==> src/design/mbd_pkg.sv <==
`timescale 1ns / 1ps
// Shared types, sizes and helpers of the multichannel boxcar averager.
// Used by the channel interfaces and the top level; depends on nothing.
package mbd_pkg;

  localparam int NUM_CHANNELS = 6;
  localparam int FILTER_POWER = 6;

  localparam int CH_W       = 3;
  localparam int SMP_W      = 10;
  localparam int SUM_W      = 16;
  localparam int JIT_W      = 4;
  localparam int TIME_W     = 32;
  localparam int RING_LEN   = 1 << FILTER_POWER;
  localparam int RING_DEPTH = NUM_CHANNELS * RING_LEN;
  localparam int RING_AW    = $clog2(RING_DEPTH);
  localparam int HALF_STEP  = 1 << (FILTER_POWER - 1);

  typedef logic [CH_W-1:0]         chan_t;
  typedef logic [SMP_W-1:0]        sample_t;
  typedef logic [SUM_W-1:0]        sum_t;
  typedef logic [JIT_W-1:0]        jitter_t;
  typedef logic [TIME_W-1:0]       stamp_t;
  typedef logic [FILTER_POWER-1:0] slot_t;
  typedef logic [RING_AW-1:0]      ring_addr_t;

  localparam logic [CH_W:0]    NUM_CH_L    = (CH_W + 1)'(NUM_CHANNELS);
  localparam ring_addr_t       RING_LAST   = RING_AW'(RING_DEPTH - 1);
  localparam slot_t            SLOT_LAST   = '1;
  localparam sum_t             HALF_STEP_S = SUM_W'(HALF_STEP);

  typedef enum logic {
    CMD_SAMPLE  = 1'b0,
    CMD_PRELOAD = 1'b1
  } cmd_t;

  typedef enum logic {
    CFG_TRACKED_CHANNEL = 1'b0,
    CFG_JITTER_RANGE    = 1'b1
  } cfg_idx_t;

  function automatic sample_t filtered_of(input sum_t s);
    sum_t sh;
    sh = s >> FILTER_POWER;
    return sh[SMP_W-1:0];
  endfunction

  function automatic logic chan_ok(input chan_t c);
    return {1'b0, c} < NUM_CH_L;
  endfunction

endpackage

==> src/design/mbd_if.sv <==
`timescale 1ns / 1ps
// Request channel interfaces of the boxcar averager: sample input and result output.
// Depends on mbd_pkg for the payload types.
interface mbd_in_if import mbd_pkg::*; ();
  logic    valid;
  logic    ready;
  cmd_t    cmd;
  chan_t   preload_channel;
  sample_t sample;
  stamp_t  uptime;

  modport source (output valid, cmd, preload_channel, sample, uptime, input ready);
  modport sink   (input valid, cmd, preload_channel, sample, uptime, output ready);
endinterface

interface mbd_out_if import mbd_pkg::*; ();
  logic    valid;
  logic    ready;
  chan_t   out_channel;
  sample_t filtered_value;
  sample_t tracked_level;
  stamp_t  tracked_stamp;
  logic    tracked_changed;

  modport source (output valid, out_channel, filtered_value, tracked_level, tracked_stamp,
                  tracked_changed, input ready);
  modport sink   (input valid, out_channel, filtered_value, tracked_level, tracked_stamp,
                  tracked_changed, output ready);
endinterface

==> src/design/multichannel_boxcar_with_deadband.sv <==
`timescale 1ns / 1ps
// Top level of the multichannel boxcar averager with deadband tracker.
// Depends on mbd_pkg and the request interfaces in mbd_if.
//
// Usage: requests arrive on in_ch (valid/ready). A sample request updates the
// channel at the scan position; a preload request fills one channel's ring.
// Each request yields exactly one result on out_ch, held in an output register.
// Registers tracked_channel (index 0) and jitter_range (index 1) are written
// through cfg_we/cfg_index/cfg_wdata; the user must write them only while the
// block is idle, which the block does not enforce. For a sample request the
// ring memory is read in the accept cycle; the read-modify-write of ring and
// sum happens in the update state once the output register is free, and the
// result is registered with it. A preload fills all 64 ring entries of its
// channel through the single ring write port, none for a channel out of range.
// After reset the ring memory's 384 entries are cleared one entry per cycle,
// during which no request is accepted; configuration writes are still taken.
// A new request may be accepted while a result waits; if the receiver stalls,
// the update is held until the output register is free.
module multichannel_boxcar_with_deadband import mbd_pkg::*; (
  input  logic      clk,
  input  logic      rst_n,
  input  logic      cfg_we,
  input  cfg_idx_t  cfg_index,
  input  jitter_t   cfg_wdata,
  mbd_in_if.sink    in_ch,
  mbd_out_if.source out_ch
);

  typedef enum logic [4:0] {
    S_CLEAR = 5'b00001,
    S_IDLE  = 5'b00010,
    S_UPD   = 5'b00100,
    S_FILL  = 5'b01000,
    S_PFIN  = 5'b10000
  } state_t;

  state_t     state_r, state_nxt;
  ring_addr_t cnt_r, cnt_nxt;
  chan_t      scan_r, scan_nxt;
  slot_t      slot_r, slot_nxt;
  sample_t    tv_r, tv_nxt;
  stamp_t     tt_r, tt_nxt;
  chan_t      trk_ch_r;
  jitter_t    jit_r;
  sum_t       sums_r [NUM_CHANNELS];

  chan_t      ch_r, pch_r;
  sample_t    smp_r;
  stamp_t     now_r;

  sample_t    ring_mem [RING_DEPTH];
  sample_t    ring_rd_r;

  logic       out_valid_r, out_valid_nxt;
  chan_t      out_chan_r, out_chan_nxt;
  sample_t    out_filt_r, out_filt_nxt;
  sample_t    out_lvl_r, out_lvl_nxt;
  stamp_t     out_stamp_r, out_stamp_nxt;
  logic       out_chg_r, out_chg_nxt;

  logic       in_acc, out_free, commit, out_load;
  chan_t      norm_ch, sum_sel;
  sum_t       sum_rd, new_sum, pre_sum;
  sample_t    v_new, v_pre, seed;
  logic       pch_ok, lower, raise, chg;
  logic       ring_we;
  ring_addr_t ring_waddr, ring_raddr;
  sample_t    ring_wdata;

  assign in_ch.ready = (state_r == S_IDLE);
  assign in_acc      = in_ch.valid && in_ch.ready;
  assign out_free    = !out_valid_r || out_ch.ready;
  assign commit      = out_free && ((state_r == S_UPD) || (state_r == S_PFIN));
  assign out_load    = commit;

  assign norm_ch    = chan_ok(scan_r) ? scan_r : '0;
  assign ring_raddr = ring_addr_t'({norm_ch, slot_r});

  assign sum_sel = (state_r == S_PFIN) ? trk_ch_r : ch_r;
  assign sum_rd  = chan_ok(sum_sel) ? sums_r[sum_sel] : '0;
  assign new_sum = sum_rd - sum_t'(ring_rd_r) + sum_t'(smp_r);
  assign v_new   = filtered_of(new_sum);
  assign pre_sum = (sum_t'(smp_r) << FILTER_POWER) + HALF_STEP_S;
  assign v_pre   = filtered_of(pre_sum);
  assign pch_ok  = chan_ok(pch_r);

  assign lower = v_new < tv_r;
  assign raise = {1'b0, v_new} > ({1'b0, tv_r} + (SMP_W + 1)'(jit_r));
  assign chg   = (ch_r == trk_ch_r) && (lower || raise);

  always_comb begin
    if (!chan_ok(trk_ch_r)) begin
      seed = tv_r;
    end else if (pch_ok && (trk_ch_r == pch_r)) begin
      seed = v_pre;
    end else begin
      seed = filtered_of(sum_rd);
    end
  end

  always_comb begin
    ring_we    = 1'b0;
    ring_waddr = cnt_r;
    ring_wdata = '0;
    case (state_r)
      S_CLEAR: begin
        ring_we = 1'b1;
      end
      S_FILL: begin
        ring_we    = 1'b1;
        ring_waddr = ring_addr_t'({pch_r, cnt_r[FILTER_POWER-1:0]});
        ring_wdata = smp_r;
      end
      S_UPD: begin
        ring_we    = out_free;
        ring_waddr = ring_addr_t'({ch_r, slot_r});
        ring_wdata = smp_r;
      end
      default: begin
        ring_we = 1'b0;
      end
    endcase
  end

  always_comb begin
    state_nxt     = state_r;
    cnt_nxt       = cnt_r;
    scan_nxt      = scan_r;
    slot_nxt      = slot_r;
    tv_nxt        = tv_r;
    tt_nxt        = tt_r;
    out_chan_nxt  = out_chan_r;
    out_filt_nxt  = out_filt_r;
    out_lvl_nxt   = out_lvl_r;
    out_stamp_nxt = out_stamp_r;
    out_chg_nxt   = out_chg_r;
    case (state_r)
      S_CLEAR: begin
        cnt_nxt = cnt_r + 1'b1;
        if (cnt_r == RING_LAST) begin
          cnt_nxt   = '0;
          state_nxt = S_IDLE;
        end
      end
      S_IDLE: begin
        if (in_acc) begin
          cnt_nxt = '0;
          if (in_ch.cmd == CMD_PRELOAD) begin
            state_nxt = chan_ok(in_ch.preload_channel) ? S_FILL : S_PFIN;
          end else begin
            state_nxt = S_UPD;
          end
        end
      end
      S_FILL: begin
        cnt_nxt = cnt_r + 1'b1;
        if (cnt_r[FILTER_POWER-1:0] == SLOT_LAST) begin
          cnt_nxt   = '0;
          state_nxt = S_PFIN;
        end
      end
      S_UPD: begin
        if (out_free) begin
          state_nxt = S_IDLE;
          if (chg) begin
            tv_nxt = lower ? v_new : (v_new - sample_t'(jit_r));
            tt_nxt = now_r;
          end
          if (({1'b0, ch_r} + 1'b1) >= NUM_CH_L) begin
            scan_nxt = '0;
            slot_nxt = slot_r + 1'b1;
          end else begin
            scan_nxt = ch_r + 1'b1;
          end
          out_chan_nxt  = ch_r;
          out_filt_nxt  = v_new;
          out_lvl_nxt   = chg ? tv_nxt : tv_r;
          out_stamp_nxt = chg ? now_r : tt_r;
          out_chg_nxt   = chg;
        end
      end
      S_PFIN: begin
        if (out_free) begin
          state_nxt     = S_IDLE;
          scan_nxt      = '0;
          slot_nxt      = '0;
          tv_nxt        = seed;
          out_chan_nxt  = pch_r;
          out_filt_nxt  = pch_ok ? v_pre : '0;
          out_lvl_nxt   = seed;
          out_stamp_nxt = tt_r;
          out_chg_nxt   = 1'b0;
        end
      end
      default: begin
        state_nxt = S_CLEAR;
        cnt_nxt   = '0;
      end
    endcase
  end

  assign out_valid_nxt = (out_valid_r && !out_ch.ready) || out_load;

  always_ff @(posedge clk) begin
    if (!rst_n) begin
      state_r     <= S_CLEAR;
      cnt_r       <= '0;
      scan_r      <= '0;
      slot_r      <= '0;
      tv_r        <= '0;
      tt_r        <= '0;
      trk_ch_r    <= '0;
      jit_r       <= jitter_t'(1);
      out_valid_r <= 1'b0;
      for (int i = 0; i < NUM_CHANNELS; i++) begin
        sums_r[i] <= '0;
      end
    end else begin
      state_r     <= state_nxt;
      cnt_r       <= cnt_nxt;
      scan_r      <= scan_nxt;
      slot_r      <= slot_nxt;
      tv_r        <= tv_nxt;
      tt_r        <= tt_nxt;
      out_valid_r <= out_valid_nxt;
      if (cfg_we) begin
        case (cfg_index)
          CFG_TRACKED_CHANNEL: trk_ch_r <= cfg_wdata[CH_W-1:0];
          CFG_JITTER_RANGE:    jit_r    <= cfg_wdata;
          default:             jit_r    <= jit_r;
        endcase
      end
      if (commit && (state_r == S_UPD)) begin
        sums_r[ch_r] <= new_sum;
      end else if (commit && (state_r == S_PFIN) && pch_ok) begin
        sums_r[pch_r] <= pre_sum;
      end
    end
  end

  always_ff @(posedge clk) begin
    if (in_acc) begin
      ch_r  <= norm_ch;
      pch_r <= in_ch.preload_channel;
      smp_r <= in_ch.sample;
      now_r <= in_ch.uptime;
    end
    if (out_load) begin
      out_chan_r  <= out_chan_nxt;
      out_filt_r  <= out_filt_nxt;
      out_lvl_r   <= out_lvl_nxt;
      out_stamp_r <= out_stamp_nxt;
      out_chg_r   <= out_chg_nxt;
    end
  end

  always_ff @(posedge clk) begin
    if (ring_we) begin
      ring_mem[ring_waddr] <= ring_wdata;
    end
  end

  always_ff @(posedge clk) begin
    if (in_acc && (in_ch.cmd == CMD_SAMPLE)) begin
      ring_rd_r <= ring_mem[ring_raddr];
    end
  end

  assign out_ch.valid           = out_valid_r;
  assign out_ch.out_channel     = out_chan_r;
  assign out_ch.filtered_value  = out_filt_r;
  assign out_ch.tracked_level   = out_lvl_r;
  assign out_ch.tracked_stamp   = out_stamp_r;
  assign out_ch.tracked_changed = out_chg_r;

  a_sample_to_update: assert property (@(posedge clk) disable iff (!rst_n)
    (in_acc && (in_ch.cmd == CMD_SAMPLE)) |=> (state_r == S_UPD))
    else $error("sample request did not move to the update step");

  a_scan_in_range: assert property (@(posedge clk) disable iff (!rst_n)
    chan_ok(scan_r))
    else $error("scan position outside the channel count");

  a_change_moves_level: assert property (@(posedge clk) disable iff (!rst_n)
    (out_load && out_chg_nxt) |=> (tv_r != $past(tv_r)))
    else $error("reported level change without a new level");

  a_no_write_when_idle: assert property (@(posedge clk) disable iff (!rst_n)
    (state_r == S_IDLE) |-> !ring_we)
    else $error("ring memory written while idle");

  a_load_frees_output: assert property (@(posedge clk) disable iff (!rst_n)
    (out_valid_r && !out_ch.ready) |-> !out_load)
    else $error("result overwritten while the receiver stalls");

endmodule

==> src/flat_wrapper.sv <==
// flat-port wrapper written by rule: the top's interface ports become plain ports
module multichannel_boxcar_with_deadband_flat import mbd_pkg::*;
  (clk, rst_n, cfg_we, cfg_index, cfg_wdata, in_ch_valid, in_ch_cmd, in_ch_preload_channel, in_ch_sample, in_ch_uptime, in_ch_ready, out_ch_valid, out_ch_out_channel, out_ch_filtered_value, out_ch_tracked_level, out_ch_tracked_stamp, out_ch_tracked_changed, out_ch_ready);
  mbd_in_if in_ch_i ();
  mbd_out_if out_ch_i ();
  input  logic clk;
  input  logic rst_n;
  input  logic cfg_we;
  input  cfg_idx_t cfg_index;
  input  jitter_t cfg_wdata;
  input wire logic [$bits(in_ch_i.valid)-1:0] in_ch_valid;
  input wire logic [$bits(in_ch_i.cmd)-1:0] in_ch_cmd;
  input wire logic [$bits(in_ch_i.preload_channel)-1:0] in_ch_preload_channel;
  input wire logic [$bits(in_ch_i.sample)-1:0] in_ch_sample;
  input wire logic [$bits(in_ch_i.uptime)-1:0] in_ch_uptime;
  output wire logic [$bits(in_ch_i.ready)-1:0] in_ch_ready;
  output wire logic [$bits(out_ch_i.valid)-1:0] out_ch_valid;
  output wire logic [$bits(out_ch_i.out_channel)-1:0] out_ch_out_channel;
  output wire logic [$bits(out_ch_i.filtered_value)-1:0] out_ch_filtered_value;
  output wire logic [$bits(out_ch_i.tracked_level)-1:0] out_ch_tracked_level;
  output wire logic [$bits(out_ch_i.tracked_stamp)-1:0] out_ch_tracked_stamp;
  output wire logic [$bits(out_ch_i.tracked_changed)-1:0] out_ch_tracked_changed;
  input wire logic [$bits(out_ch_i.ready)-1:0] out_ch_ready;
  assign in_ch_i.valid = in_ch_valid;
  assign in_ch_i.cmd = in_ch_cmd;
  assign in_ch_i.preload_channel = in_ch_preload_channel;
  assign in_ch_i.sample = in_ch_sample;
  assign in_ch_i.uptime = in_ch_uptime;
  assign in_ch_ready = in_ch_i.ready;
  assign out_ch_valid = out_ch_i.valid;
  assign out_ch_out_channel = out_ch_i.out_channel;
  assign out_ch_filtered_value = out_ch_i.filtered_value;
  assign out_ch_tracked_level = out_ch_i.tracked_level;
  assign out_ch_tracked_stamp = out_ch_i.tracked_stamp;
  assign out_ch_tracked_changed = out_ch_i.tracked_changed;
  assign out_ch_i.ready = out_ch_ready;
  multichannel_boxcar_with_deadband u_core (.clk(clk), .rst_n(rst_n), .cfg_we(cfg_we), .cfg_index(cfg_index), .cfg_wdata(cfg_wdata), .in_ch(in_ch_i), .out_ch(out_ch_i));
endmodule
==> config.mk <==
export PLATFORM = sky130hd
export DESIGN_NAME = multichannel_boxcar_with_deadband_flat
export DESIGN_NICKNAME = d
export VERILOG_FILES = /design/src/design/mbd_pkg.sv /design/src/design/mbd_if.sv /design/src/design/multichannel_boxcar_with_deadband.sv /design/src/flat_wrapper.sv
export SDC_FILE = /design/constraint.sdc
export NUM_CORES = 2
export LEC_CHECK = 0
export ABC_AREA = 1
export BUFFER_PORTS_ARGS = -buffer_cell sky130_fd_sc_hd__buf_2
export CAP_MARGIN = 20
export CORE_ASPECT_RATIO = 1.25
export CORE_MARGIN = 4
export CORE_UTILIZATION = 54
export CTS_CLUSTER_DIAMETER = 120
export CTS_CLUSTER_SIZE = 14
export DETAILED_ROUTE_END_ITERATION = 8
export PLACE_DENSITY = 0.72
export SLEW_MARGIN = 15
export SYNTH_ARGS = -nofsm -noshare
export SYNTH_HDL_FRONTEND = slang
export SYNTH_SLANG_ARGS = --single-unit
==> constraint.sdc <==
create_clock -name clk -period 11.6 [get_ports clk]
set_input_delay 2.32 -clock clk [delete_from_list [all_inputs] [get_ports clk]]
set_output_delay 2.32 -clock clk [all_outputs]
set_load 0.01 [all_outputs]
==> qor.csv <==
metric;value;unit
Site Rows;226;
Comb power frac;0.104;
minimum clock period;8.28;ns
number of enable flip-flop cells after synthesis;4050;
Tot GR Track Use;0.279;
Die W;502;µm
VDD IR-drop max;0.182;mV
unrepaired setup endpoints after global routing;false;
fillcell total;23000;
critical path arrival;8.89;ns
Pwr per Cell Area;167;mW/mm²
share of flip-flops with an asynchronous set or reset after synthesis;0;
largest net degree at the start of global routing;226;
# H-tree levels;5;
Crit Reg-Reg Endpoint;u_core.out_ch.tracked_stamp[4];
clock root cell;clkbuf_16;
Max Slew Vio Count;0;
clock sinks;4123;
leakage power;60.2;nW
mean post-synth cell area;12.9;µm²
cell count after synthesis;12800;
initial core utilization;0.543;
initial antenna violation count;11;
Seq/Total Area, Yosys;0.746;
met3 wire length;50.2;mm
post-synth top area cell;edfxtp_1;
library cells used by synthesis;59;
status;complete, no violations;
crit path max-delay cell type;inv_1;
Core ar.;0.304;mm²
setup violators final;0;
synth top area cells;edfxtp_1, o21ai_0, nor2_1;
Internal;22.4;mW
Post-Syn Area;0.165;mm²
Hold Path Class;register to register;
Final nets;12600;
Critical Path RT;12.21;ns
Sw Ratio;0.244;
largest stage delay on the critical path;0.81;ns
Final Util;0.585;
Multi-input gate area;0.0374;mm²
Final Wtd Congestion;0.913;
CP bufs+invs;5;
max frequency;121;MHz
Top FF cell, synth;edfxtp_1;
Max Cap Viol;0;
Clock power frac;0.345;
clock slew at reported path FFs;0.07;ns
worst slew pin tran;1.32;ns
Area Growth Syn to Fin;7.70;%
kind of cell adding the most delay to the critical path;simple AND/OR/NAND/NOR gates;
Synth top area share;0.737;
DRT Wirelength;451;mm
DIE AREA;0.314;mm²
Max Used Layer;met5;
Final ANT Viol Nets;0;
Pre-antenna DRT Iters;8;
critical path depth;31;
fraction of layout cells with a size suffix above 1;0.0588;
post-cts resize count;0;
yosys warns;0;
critical path class;register to register;
R2R depth;31;
I/O pin count;114;
crit share post-route;0.714;
Worst-Skew Late Latency;0.92;ns
drt wl/cell;27.2;µm
Seq pwr share;0.550;
initial drt markers;16100;
Critical Path End Type;register;
Place WS;3.54;ns
WL met1;166;mm
clk buf depth;4;
via count;108000;
first-pass GRT wire length;663;mm
drt via density;6.55;
#FFs+latches synth;4123;
Hold Violations, Final;0;
Hold Path Stages;2;
Hold EP;u_core.tt_r[21];
CTS tree;yes;
crit-path max FO;43;
Setup Skew;0.0603;ns
vias in the first global route;103000;
startpoint types;register;
worst r2r src;u_core.state_r[3];
most frequent CP cell;nand2_1;
met2 WL;212;mm
reg2reg setup slack;3.32;ns
Congestion Overflow GR;0;
hold buffer count at CTS;0;
Slew HR;0.120;
NetSw;7.23;mW
Reg area;0.123;mm²
syn_nets;12900;
Detailed Place HPWL;247;mm
Buffers on Ports;113;
Die Ht;626;µm
Post-CTS Setup Repair Bufs;0;
Num CTS Buffers;337;
worst hold start;u_core.tt_r[21];
Remaining DRCs;0;
worst setup slack after layout;3.32;ns
[synthesized netlist by cell type, drive strengths merged, types with 68 or more instances]
library cell / number
o22ai: 648
nand4: 68
nor2: 2556
dfxtp: 73
o211ai: 111
nand2: 685
o221ai: 372
edfxtp: 4050
inv: 253
o21ai: 2048
nand3: 538
buf: 206
clkbuf: 726
a21oi: 266
[worst min-delay path, cell delays in order, from the launching register on]
cell and delay (ns):
dfxtp_1 0.32, nand2_1 0.06, o21ai_1 0.05
[state kept, by name (all words and copies together), names as in the netlist, 4 cells and up]
| name | cells |
|---|---|
| u_core.cnt_r | 9 |
| u_core.jit_r | 4 |
| u_core.now_r | 32 |
| u_core.out_ch.filtered_value | 10 |
| u_core.out_ch.tracked_level | 10 |
| u_core.out_ch.tracked_stamp | 32 |
| u_core.ring_mem | 3840 |
| u_core.ring_rd_r | 10 |
| u_core.slot_r | 6 |
| u_core.smp_r | 10 |
| u_core.state_r | 5 |
| u_core.sums_r | 96 |
| u_core.tt_r | 32 |
| u_core.tv_r | 10 |
[logic make-up (layout without fill, tap and decap cells)]
family	after synthesis	in the layout	share of synthesized area
buf+inv	1189	921	0.0283
compound gates	3505	3505	0.123
xor+xnor	21	21	0.00112
other cells	0	20	0
flops	4123	4123	0.746
fa+ha+maj	57	57	0.00487
simple gates	3920	3920	0.0964
[area by class of cell]
class / instances / share of cell area
flip-flops and latches: 4123 / 0.693
multi-input cells: 7503 / 0.211
clock buffers: 383 / 0.0495
well taps: 3990 / 0.0281
repair buffers: 269 / 0.0120
inverters: 257 / 0.00565
clock inverters: 12 / 0.000803
diodes: 20 / 0.000282
[power groups by stage]
stage               Sequential, mW  Clock, mW  Combinational, mW
floorplan                     16.6          0               1.91
global placement              16.6          0               2.92
detailed placement            16.6          0               3.00
CTS                           16.3       10.3               3.01
global route                  16.3       10.9               3.32
finish                        16.3       10.2               3.08
[layer usage]
| layer | global-route usage | vias to the layer above |
|---|---|---|
| met5 | 0 | - |
| met4 | 0.132 | 4 |
| met3 | 0.0569 | 1047 |
| met2 | 0.436 | 6945 |
| met1 | 0.377 | 53600 |
| li1 | - | 46800 |
[cell usage in the layout (no fill, tap or decap), types with 20 or more instances in the layout]
cell          n
clkbuf_1     37
o22ai_1     645
o21ai_1      32
o21ai_0    2011
o221ai_1    372
buf_4       123
nor3_1       22
clkbuf_16   346
ha_1         45
dfxtp_1      68
edfxtp_1   4050
or2_1        29
nand4_1      68
nor2_1     2531
buf_2       113
a21oi_1     262
o211ai_1    111
buf_12       29
diode_2      20
a31oi_1      22
inv_1       229
nor2_4       20
nand2_1     656
nand3_1     537
[per-stage QoR]
step                TNS (ns)  power, mW  hold WS, ns  area, µm²  instances
floorplan           -1440.93       18.5        0.425     165000      12800
global placement           0       19.5        0.448     169000      16100
detailed placement         0       19.6        0.457     169000      16100
CTS                        0       29.6        0.466     177000      16500
global route               0       30.5        0.486     178000      16500
finish                     0       29.6        0.473     178000      16600
[worst max path at each step]
stage | endpoint | startpoint | slack, ns
floorplan | u_core.ring_mem[0][0] | u_core.state_r[0] | -0.38
global placement | u_core.out_ch.tracked_stamp[2] | u_core.state_r[3] | 3.84
detailed placement | u_core.out_ch.tracked_stamp[4] | u_core.state_r[3] | 3.54
CTS | u_core.out_ch.tracked_stamp[4] | u_core.state_r[3] | 3.49
global route | u_core.out_ch.tracked_stamp[4] | u_core.state_r[3] | 2.67
finish | u_core.out_ch.tracked_stamp[4] | u_core.state_r[3] | 3.32
Power figures use the tool's default switching activity.
